<file path="config.mk">
export PLATFORM = sky130hd
export DESIGN_NAME = lrip_front_flat
export DESIGN_NICKNAME = d
export VERILOG_FILES = /design/src/sv/lrip_pkg.sv /design/src/sv/lrip_item_if.sv /design/src/sv/lrip_front.sv /design/src/flat_wrapper.sv
export SDC_FILE = /design/constraint.sdc
export NUM_CORES = 1
export LEC_CHECK = 0
export BUFFER_PORTS_ARGS = -buffer_cell sky130_fd_sc_hd__buf_4
export CELL_PAD_IN_SITES_DETAIL_PLACEMENT = 0
export CELL_PAD_IN_SITES_GLOBAL_PLACEMENT = 2
export CORE_AREA = 2 2 121 123
export DETAILED_ROUTE_END_ITERATION = 16
export DIE_AREA = 0 0 123 125
export GPL_TIMING_DRIVEN = 0
export PLACE_DENSITY_LB_ADDON = 0.15
export SLEW_MARGIN = 20
export SYNTH_ARGS = -nofsm -noshare
export SYNTH_HDL_FRONTEND = slang
export SYNTH_SLANG_ARGS = --single-unit
export TNS_END_PERCENT = 20
</file>
<file path="constraint.sdc">
create_clock -name clk -period 5.4 [get_ports clk]
set_input_delay 0.27 -clock clk [delete_from_list [all_inputs] [get_ports clk]]
set_output_delay 0.27 -clock clk [all_outputs]
set_load 0.005 [all_outputs]
</file>
<file path="src/sv/lrip_pkg.sv">
// Shared types, constants and the arctangent table for the lidar range image projector.
// No dependencies; the design modules refer to it by scoped names, the testbench files import it.
`default_nettype none
package lrip_pkg;
  localparam int MAX_ROWS = 64;
  localparam int MAX_COLS = 2048;
  localparam int CORDIC_STEPS = 16;
  localparam int ROW_W = $clog2(MAX_ROWS);
  localparam int COL_W = $clog2(MAX_COLS);
  localparam int ADDR_W = ROW_W + COL_W;
  localparam int DEPTH = MAX_ROWS * MAX_COLS;
  localparam int STEP_W = $clog2(CORDIC_STEPS);
  localparam int RANGE_W = 20;
  localparam int ANG_W = 26;
  localparam int VEC_W = 31;

  localparam logic [1:0] OP_POINT = 2'd0;
  localparam logic [1:0] OP_READ  = 2'd1;
  localparam logic [1:0] OP_FRAME = 2'd2;
  localparam logic [1:0] OP_NOP   = 2'd3;

  localparam logic REG_ROWS = 1'b0;
  localparam logic REG_COLS = 1'b1;

  localparam logic [6:0] ROWS_RESET = 7'd64;
  localparam logic [11:0] COLS_RESET = 12'd1800;
  localparam logic signed [ANG_W-1:0] DEG90 = 26'sd5898240;

  typedef struct packed {
    logic [1:0]         op;
    logic signed [19:0] x_mm;
    logic signed [19:0] y_mm;
    logic [7:0]         ring;
    logic [5:0]         pixel_row;
    logic [10:0]        pixel_col;
  } item_t;

  function automatic logic signed [ANG_W-1:0] atan_tab(input logic [4:0] i);
    logic signed [ANG_W-1:0] v;
    unique case (i)
      5'd0: v = 26'sd2949120;   5'd1: v = 26'sd1740967;
      5'd2: v = 26'sd919879;    5'd3: v = 26'sd466945;
      5'd4: v = 26'sd234379;    5'd5: v = 26'sd117304;
      5'd6: v = 26'sd58666;     5'd7: v = 26'sd29335;
      5'd8: v = 26'sd14668;     5'd9: v = 26'sd7334;
      5'd10: v = 26'sd3667;     5'd11: v = 26'sd1833;
      5'd12: v = 26'sd917;      5'd13: v = 26'sd458;
      5'd14: v = 26'sd229;      5'd15: v = 26'sd115;
      5'd16: v = 26'sd57;       5'd17: v = 26'sd29;
      5'd18: v = 26'sd14;       5'd19: v = 26'sd7;
      5'd20: v = 26'sd4;        5'd21: v = 26'sd2;
      5'd22: v = 26'sd1;
      default: v = '0;
    endcase
    return v;
  endfunction
endpackage
`default_nettype wire

</file>
<file path="src/sv/lrip_item_if.sv">
// Input channel of the projector: valid/ready plus the item fields.
// Depends on nothing.
`default_nettype none
interface lrip_item_if;
  logic               valid;
  logic               ready;
  logic [1:0]         op;
  logic signed [19:0] x_mm;
  logic signed [19:0] y_mm;
  logic [7:0]         ring;
  logic [5:0]         pixel_row;
  logic [10:0]        pixel_col;
  modport source (output valid, op, x_mm, y_mm, ring, pixel_row, pixel_col, input ready);
  modport sink (input valid, op, x_mm, y_mm, ring, pixel_row, pixel_col, output ready);
endinterface
`default_nettype wire

</file>
<file path="src/sv/lrip_front.sv">
// Front end: accepts input transactions into a two-entry queue for the back end.
// Depends on lrip_pkg and lrip_item_if.
`default_nettype none
module lrip_front (
  input  wire logic          clk,
  input  wire logic          rst,
  lrip_item_if.sink          item,
  input  wire logic          hold,
  input  wire logic          q_pop,
  output logic               q_valid,
  output lrip_pkg::item_t    q_item
);
  lrip_pkg::item_t buf_q [2];
  logic       wr_ptr;
  logic       rd_ptr;
  logic [1:0] count;
  logic       push;
  logic       pop;

  assign item.ready = (count != 2'd2) && !hold;
  assign push = item.valid && item.ready;
  assign q_valid = (count != 2'd0);
  assign pop = q_pop && q_valid;
  assign q_item = buf_q[rd_ptr];

  always_ff @(posedge clk) begin
    if (push) begin
      buf_q[wr_ptr] <= '{op: item.op, x_mm: item.x_mm, y_mm: item.y_mm, ring: item.ring,
                         pixel_row: item.pixel_row, pixel_col: item.pixel_col};
    end
  end

  always_ff @(posedge clk) begin
    if (rst) begin
      wr_ptr <= 1'b0;
      rd_ptr <= 1'b0;
      count <= 2'd0;
    end else begin
      if (push) wr_ptr <= !wr_ptr;
      if (pop) rd_ptr <= !rd_ptr;
      count <= count + {1'b0, push} - {1'b0, pop};
    end
  end
endmodule
`default_nettype wire

</file>
<file path="src/flat_wrapper.sv">
// flat-port wrapper written by rule: the top's interface ports become plain ports
module lrip_front_flat 
  (clk, rst, hold, q_pop, q_valid, q_item, item_valid, item_op, item_x_mm, item_y_mm, item_ring, item_pixel_row, item_pixel_col, item_ready);
  lrip_item_if item_i ();
  input  wire logic clk;
  input  wire logic rst;
  input  wire logic hold;
  input  wire logic q_pop;
  output logic q_valid;
  output lrip_pkg::item_t q_item;
  input wire logic [$bits(item_i.valid)-1:0] item_valid;
  input wire logic [$bits(item_i.op)-1:0] item_op;
  input wire logic [$bits(item_i.x_mm)-1:0] item_x_mm;
  input wire logic [$bits(item_i.y_mm)-1:0] item_y_mm;
  input wire logic [$bits(item_i.ring)-1:0] item_ring;
  input wire logic [$bits(item_i.pixel_row)-1:0] item_pixel_row;
  input wire logic [$bits(item_i.pixel_col)-1:0] item_pixel_col;
  output wire logic [$bits(item_i.ready)-1:0] item_ready;
  assign item_i.valid = item_valid;
  assign item_i.op = item_op;
  assign item_i.x_mm = item_x_mm;
  assign item_i.y_mm = item_y_mm;
  assign item_i.ring = item_ring;
  assign item_i.pixel_row = item_pixel_row;
  assign item_i.pixel_col = item_pixel_col;
  assign item_ready = item_i.ready;
  lrip_front u_core (.clk(clk), .rst(rst), .item(item_i), .hold(hold), .q_pop(q_pop), .q_valid(q_valid), .q_item(q_item));
endmodule
</file>
==> flow_summary.ini, run 1 <==
[outcome]
status = completed

[global_routing]
overflow = 0
grt_pass1_vias = 2745
antenna_found_initial = 0
grt_max_degree = 37
grt_usage = 0.123
grt_pass1_wl_mm = 13.8

[sta]
max_slew.worst_pin.slew_ns = 0.532
final.setup.tns_ns = 0
finClkSkew_ns = 0.00507
final_max_slew_viol_count = 0
fin_crit_sh = 0.368
timing.hold.ws_ns = 0.0447
max_freq_mhz = 503
rsz0062_at_grt = false
min_period_ns = 1.99
slew_headroom = 0.645
setup_violations = 0
hold_viol = 0

[clocking]
clock-sinks = 139
root_buffer = clkbuf_16
cts_hold_buf = 0
ctsLongestPathBuffers = 2
cts_max_level = 4
numCtsBuffers = 17
path_clk_slew_ns = 0.06
cts_setup_buffers = 0
cts-resized-gates = 0
cts_tree = yes
clock_latency_ns = 0.41

[critical_path]
r2r_start = u_core.count[1]
crit_slowest_cell = nor2b_4
critPathLaunchType = flip-flop
rr_endpoint = u_core.buf_q[0][63]
critPathRequiredTime_ns = 5.51
endpoint = u_core.buf_q[0][63]
critical_path_class = reg -> reg
cp-end-kind = flip-flop
r2r_slack_ns = 3.41
crit_start = u_core.count[1]
path_cells = nor2b_4, nor3b_4, nor2b_4, buf_16, buf_16
ff2ff_path_depth = 5
cp_max_fo = 19
crit_arrival_ns = 2.10
cp_slowest_stage_delay_ns = 0.54

[final_layout]
area_growth_pct = 37.4
fillers = 1214
drive_above_1_share = 0.613
fin_nets = 472
num_antenna_cells = 0

[routing]
first_pass_iters = 4
m1WireLength_mm = 3.52
wirelength_mm = 9.13
remaining_drc_errors = 0
wl_per_cell_um = 15.3
top_layer_used = met4
vias = 2652
ant_nets = 0
dr.first_iter.drc_count = 90
vias_per_cell = 4.46
wl_met3_um = 845
met2WireLength_mm = 4.56

[power]
pwr_density_cell_nw_per_um2 = 429
fin_total_pwr_uw = 3070
p_leak_uw = 0.00274
peakVddDrop_mv = 0.210

[synth]
netlist_top_cells_area = edfxtp_1 (77%), mux2_4 (8.9%), mux2_2 (8.0%)
ys_seq_area_frac = 0.791
syn_area_per_cell_sq_um = 22.2
synth_cell_types = 19
netlist_top_cells_count = edfxtp_1 (134), mux2_2 (37), mux2_4 (31)
yosysMostFrequentCell = edfxtp_1
yosysTopAreaCellShare = 0.772
synthCells = 235
synth_nets = 309
synth_edf_count = 134
synth_flop_cell = edfxtp_1
async_reset_ff_frac = 0
synth_area_sq_um = 5210
synth_top_area_cell = edfxtp_1
ys_ff_latch = 139
synth-warning-count = 0

[floorplan]
initial_utilization = 0.367
ios = 141
dieWidth_um = 123
die-area_sq_um = 15400
rows = 44
die_y_um = 125
core-area_sq_um = 14200

[place]
routabilityCongestion = 0.662
port_buffers = 140
hpwl_mm = 6.15

[worst_hold_path]
min_from = item_y_mm[13]
min_path_type = in -> reg

[job]
cap_violations = 0
[where the power goes]
part / switching (uW) / internal [uW] / leakage (uW)
clock network: 400 / 699 / 0.000280
logic: 262 / 419 / 0.00119
registers: 23.6 / 1270 / 0.00127
[critical path: cells and delay by family (launching register included)]
family / cells / cell delay (ns)
and+or+nand+nor: 3 / 0.96
buffers and inverters: 2 / 0.39
DFF: 1 / 0.34
[flip-flops by register name, summed over array words and instances (netlist names), named ones only]
register and count:
u_core.count 2, u_core.buf_q 134, u_core.wr_ptr 1, u_core.rd_ptr 1
[layout make-up]
class	instances	area, sq um	area share
Sequential cell	139	4120	0.576
Timing Repair Buffer	144	1150	0.160
Multi-Input combinational cell	87	1040	0.145
Clock buffer	23	468	0.0653
Tap cell	184	230	0.0321
Clock inverter	9	97.6	0.0136
Buffer	7	56.3	0.00786
Inverter	2	7.51	0.00105
[kinds of logic (layout without fill, tap and decap cells)]
| kind of cell | Yosys count | after routing | share of synthesized area |
|---|---|---|---|
| multiplexers | 68 | 68 | 0.169 |
| flip-flops | 139 | 139 | 0.791 |
| adder cells (fa/ha/maj) | 2 | 2 | 0.00480 |
| buffers and inverters | 9 | 185 | 0.0122 |
| AO/OA/AOI/OAI | 1 | 1 | 0.00144 |
| AND/OR/NAND/NOR | 14 | 14 | 0.0180 |
| XOR/XNOR | 2 | 2 | 0.00336 |
[layer usage]
| metal | vias to the layer above | global-route usage |
|---|---|---|
| met5 | - | 0 |
| met4 | 0 | 0.0602 |
| met3 | 16 | 0.0557 |
| met2 | 95 | 0.200 |
| met1 | 1290 | 0.136 |
| li1 | 1251 | - |
[per-stage QoR]
stage	util	instances	setup WS [ns]	instance area [sq um]
3_5_place_dp	0.465	563	3.38	6600
2_1_floorplan	-	235	1.21	5210
6_report	0.504	595	3.41	7170
3_3_place_gp	0.457	559	-0.782	6490
4_1_cts	0.504	595	3.36	7170
5_1_grt	0.504	595	3.31	7170
[cells in the final DEF (no fill, tap or decap), drive strengths merged]
cell type / count
clkbuf: 23
and2: 2
inv: 2
dfxtp: 5
buf: 151
xnor2: 1
nor2: 5
bufinv: 2
clkinv: 6
edfxtp: 134
nor3: 1
nor3b: 1
nor2b: 4
o21a: 1
or2: 1
clkinvlp: 1
xor2: 1
mux2: 68
ha: 2
[how the worst min path moves through the flow]
stage,to,cells past startpoint
after floorplan,u_core.count[0],1
after global placement,u_core.buf_q[0][47],1
after detailed placement,u_core.buf_q[1][43],1
after CTS,u_core.buf_q[0][38],1
after global routing,u_core.buf_q[0][38],1
final,u_core.buf_q[0][38],1
No activity file was read; power rests on OpenSTA's default activity.
==> run 2: changes to the inputs <==
CORE_AREA = 2 2 127 129   (was 2 2 121 123)
DIE_AREA = 0 0 129 131   (was 0 0 123 125)
clock period = 1.7 ns   (was 5.4 ns; I/O delays follow)
==> run 2 against run 1 <==
  * Clock skew is 0.0019 ns higher
  * Cell count is 19% higher
  * Core utilization rose by 1.7 points
  * Global-route usage increased by 0.16 points
  * Total power grew to 3.4 times the previous value
  * Cell area increased by 14%
  * First-iteration DRC count is 46% higher
  * Clock power rose to 3.5 times the previous value
  * Via count is 11% higher
  * Largest cell class unchanged
  * Highest routed layer unchanged
==> flow_summary.ini, run 2 (same netlist as run 1, synthesis figures left out) <==
[global_routing]
grt_pass1_vias = 3043
grt_usage = 0.125
grt_pass1_wl_mm = 15.3
overflow = 0
antenna_found_initial = 0
grt_max_degree = 35

[clocking]
clock_latency_ns = 0.41
numCtsBuffers = 17
cts_max_level = 4
root_buffer = clkbuf_16
ctsLongestPathBuffers = 2
cts_tree = yes
path_clk_slew_ns = 0.05
clock-sinks = 139

[floorplan]
rows = 46
ios = 141
initial_utilization = 0.334
die-area_sq_um = 16900
die_y_um = 131
core-area_sq_um = 15600
dieWidth_um = 129

[final_layout]
num_antenna_cells = 0
final_common_cell = buf_4
largestRegisters = u_core.buf_q: 134 flops, u_core.count: 2 flops
drive_above_1_share = 0.548
fin_nets = 555
area_growth_pct = 56.1
fillers = 1319
final_cell_area_sq_um = 8140
top_register = u_core.buf_q
largest_reg_flops = 134
layout_common_cells = buf_4 (151), edfxtp_1 (134), dlygate4sd3_1 (68)

[sta]
slew_headroom = 0.807
min_period_ns = 1.62
rsz0062_at_grt = false
hold_viol = 0
fin_crit_sh = 0.951
finClkSkew_ns = 0.00702
layout_setup_ws_ns = 0.0827
max_slew.worst_pin.slew_ns = 0.290
setup_violations = 0
final_max_slew_viol_count = 0
final.setup.tns_ns = 0
timing.hold.ws_ns = 0.106
max_freq_mhz = 618

[routing]
dr.first_iter.drc_count = 131
remaining_drc_errors = 0
wl_per_cell_um = 14.5
vias = 2955
ant_nets = 0
vias_per_cell = 4.17
first_pass_iters = 4
wirelength_mm = 10.3

[power]
comb_power_share = 0.239
power_frac_seq = 0.392
pwr_density_cell_nw_per_um2 = 1290
p_leak_uw = 0.00314
p_int_uw = 8220
switching_share = 0.218
p_sw_uw = 2300
clkPwrFrac = 0.369
fin_total_pwr_uw = 10500
peakVddDrop_mv = 0.642

[worst_hold_path]
holdPathStages = 4
min_path_type = in -> reg

[critical_path]
ff2ff_path_depth = 5
critical_path_class = reg -> out
critPathRequiredTime_ns = 1.62
cp_max_fo = 10
cp-end-kind = output port
crit_arrival_ns = 1.53
critPathLaunchType = flip-flop

[job]
cap_violations = 0

[place]
hpwl_mm = 6.19
port_buffers = 140
place_ws_ns = -0.266
routabilityCongestion = 0.639
placed_area_sq_um = 6630

[outcome]
status = completed
## run 2: cell count changes in the layout (fill, tap and decap cells not counted), sizes merged
| cell | change |
|---|---|
| and2 | +1 |
| buf | +10 |
| dlygate4sd3 | +68 |
| bufbuf | +1 |
| clkbuf | -3 |
| bufinv | +3 |
| clkinvlp | +2 |
## run 2: what timing repair did
action                                 4_1_cts  5_1_grt
endpoints found under the hold margin      138        0
hold buffers                                68        0
pin swaps                                    2        1
setup endpoints to repair                  185      177
buffers inserted                             7        6
cloned                                       2        0
resized for setup                            5       13
## run 2: cell type report
cell class | instances | area [sq um] | share of cell area
clock inverters | 14 | 203 | 0.0249
flip-flops and latches | 139 | 4130 | 0.507
inverters | 2 | 7.51 | 0.000922
well taps | 216 | 270 | 0.0332
multi-input cells | 88 | 1040 | 0.128
plain buffers | 7 | 103 | 0.0126
clock buffers | 17 | 425 | 0.0523
repair buffers | 226 | 1960 | 0.240
## run 2: worst max-delay path, cell delays in order, from the launching register on
cell	delay, ns
dfxtp_4	0.37
buf_12	0.15
buf_12	0.15
mux2_4	0.31
buf_4	0.14
## run 2: through the flow
| stage | instances | util |
|---|---|---|
| after floorplan | 235 | - |
| after global placement | 591 | 0.420 |
| after detailed placement | 595 | 0.425 |
| after CTS | 703 | 0.516 |
| after global routing | 709 | 0.522 |
| final | 709 | 0.522 |
## run 2: power groups by stage
stage	Clock [uW]	Sequential, uW	Combinational, uW
after global routing	4150	4150	2720
after global placement	0	4180	2170
after floorplan	0	4170	1190
final	3880	4120	2510
after CTS	3990	4120	2430
after detailed placement	0	4180	2230
## run 2: worst paths after layout
path | endpoint | slack (ns) | start
max reg2reg | u_core.buf_q[1][45] | 0.11 | u_core.count[1]
min | flip-flop | 0.11 | q_pop
min reg2reg | flip-flop | 0.51 | u_core.rd_ptr
max | q_item[47] | 0.08 | flip-flop
## run 2: layer usage
metal,vias to the layer above,GRT usage,routed length (um)
met5,-,0,0
met4,0,0.0633,165
met3,15,0.0460,619
met2,94,0.200,5120
met1,1432,0.149,4350
li1,1414,-,-
==> run 3: changes to the inputs <==
ABC_AREA = 1   (was not set)
==> run 3 against run 2 <==
  * Critical path depth unchanged
  * Cell count up 0.71%
  * Global-route usage hardly changed
  * Maximum frequency fell by 0.26%
==> flow_summary.ini, run 3 <==
[power]
peakVddDrop_mv = 0.640
p_leak_uw = 0.00307
pwr_density_cell_nw_per_um2 = 1250

[sta]
max_freq_mhz = 617
rsz0062_at_grt = true
hold_viol = 0
fin_crit_sh = 0.954
min_period_ns = 1.62
max_slew.worst_pin.slew_ns = 0.560
slew_headroom = 0.626
final_max_slew_viol_count = 0
final.setup.tns_ns = 0
finClkSkew_ns = 0.00545
setup_violations = 0
timing.hold.ws_ns = 0.0968

[global_routing]
grt_pass1_wl_mm = 15.3
grt_pass1_vias = 3064
antenna_found_initial = 0
grt_usage = 0.124
grt_max_degree = 31
overflow = 0

[worst_hold_path]
holdPathEnd = u_core.wr_ptr
holdPathStages = 4
min_path_type = in -> reg
min_from = item_valid

[final_layout]
area_growth_pct = 53.4
top_register = u_core.buf_q
seq_area_sq_um = 4130
drive_above_1_share = 0.516
final_common_cell = buf_4
fin_nets = 559
fillers = 1356
num_antenna_cells = 0
layout_common_cells = buf_4 (141), edfxtp_1 (134), dlygate4sd3_1 (69)
multiInputGateArea_sq_um = 1010
largestRegisters = u_core.buf_q: 134 flops, u_core.count: 2 flops
fin_util = 0.513
largest_reg_flops = 134

[synth]
synthCells = 249
ys_seq_area_frac = 0.791
netlist_top_cells_count = edfxtp_1 (134), mux2_2 (37), mux2_4 (30)
ys_ff_latch = 139
syn_area_per_cell_sq_um = 20.9
netlist_top_cells_area = edfxtp_1 (77%), mux2_4 (8.6%), mux2_2 (8.0%)
synth-warning-count = 0
yosysMostFrequentCell = edfxtp_1
synth_nets = 323
synth_edf_count = 134
async_reset_ff_frac = 0
synth_area_sq_um = 5210
synth_top_area_cell = edfxtp_1
synth_cell_types = 15
synth_flop_cell = edfxtp_1
yosysTopAreaCellShare = 0.772

[floorplan]
die-area_sq_um = 16900
initial_utilization = 0.334
ios = 141
dieWidth_um = 129
rows = 46
core-area_sq_um = 15600
die_y_um = 131

[critical_path]
cp_max_fo = 10
critPathRequiredTime_ns = 1.62
path_cells = buf_12, buf_12, mux2_4, buf_4
cp_common_cell = buf_12
critical-path-top-delay-family = buffers and inverters
ff2ff_path_depth = 3
cp-end-kind = output port
worst-path-buf-inv = 3
crit_arrival_ns = 1.54
cp_slowest_stage_delay_ns = 0.38
r2r_slack_ns = 0.15
critPathLaunchType = flip-flop
r2r_start = u_core.wr_ptr
crit_slowest_cell = dfxtp_4
rr_endpoint = u_core.buf_q[1][44]
critical_path_class = reg -> out

[place]
hpwl_mm = 6.55
routabilityCongestion = 0.682
port_buffers = 140

[clocking]
cts_max_level = 4
ctsLongestPathBuffers = 2
path_clk_slew_ns = 0.05
root_buffer = clkbuf_16
cts_tree = yes
clock-sinks = 139
numCtsBuffers = 17
clock_latency_ns = 0.41

[routing]
remaining_drc_errors = 0
first_pass_iters = 4
ant_nets = 0
dr.first_iter.drc_count = 71
wirelength_mm = 10.0
vias_per_cell = 4.14
wl_per_cell_um = 14.0
vias = 2953

[job]
cap_violations = 0

[outcome]
status = completed
## run 3: area by class of cell
type	count	share of cell area
Buffer	7	0.0128
Multi-Input combinational cell	92	0.126
Inverter	12	0.00610
Sequential cell	139	0.516
Clock buffer	18	0.0537
Clock inverter	14	0.0163
Tap cell	216	0.0338
Timing Repair Buffer	216	0.235
## run 3: worst max-delay path by stage
stage | startpoint | end | slack (ns) | cells past startpoint
final | flip-flop | q_item[39] | 0.08 | 4
after global routing | flip-flop | q_item[62] | -0.0005 | 4
after CTS | flip-flop | q_item[11] | 0.002 | 3
after detailed placement | u_core.count[0] | u_core.buf_q[0][38] | -0.31 | 6
after global placement | u_core.count[1] | u_core.buf_q[1][38] | -1.03 | 3
after floorplan | u_core.count[0] | u_core.buf_q[0][0] | -0.26 | 4
## run 3: kinds of logic (layout without fill, tap and decap cells)
group	after synthesis	count (layout)	share of synthesized area
simple gates	19	20	0.0149
fa+ha+maj	2	2	0.00480
mux	67	67	0.166
buf+inv	19	267	0.0194
compound gates	3	3	0.00336
flops	139	139	0.791
## run 3: stage by stage
stage / cells / total power (uW) / area [sq um] / setup slack, ns
6_report: 714 / 10000 / 8000 / 0.0785
3_5_place_dp: 610 / 6450 / 6660 / -0.307
4_1_cts: 714 / 10200 / 7980 / 0.00242
3_3_place_gp: 605 / 6360 / 6550 / -1.03
2_1_floorplan: 249 / 5370 / 5230 / -0.264
5_1_grt: 714 / 10500 / 8000 / -0.000493
## run 3: per-layer routing
metal,part of all wire,global-route usage
met1,0.40,0.139
met2,0.52,0.213
met3,0.058,0.0436
met4,0.017,0.0614
met5,0,0
## run 3: power by group
part / internal [uW] / total [uW] / switching [uW]
clock network: 2130 / 3450 / 1320
logic: 1470 / 2400 / 926
registers: 4070 / 4160 / 90.4
total: 7680 / 10000 / 2330
## run 3: worst register-to-register path, stage by stage (launching register included)
cell and delay [ns]:
dfxtp_1 0.47, nand4_1 0.21, clkinvlp_4 0.29, buf_12 0.25
## run 3: repair_timing
item,CTS,global route
pin swaps,1,0
resized for setup,9,5
endpoints found under the setup margin,112,47
buffers inserted,2,0
cloned,1,0
hold buffers,69,0
endpoints found under the hold margin,139,0
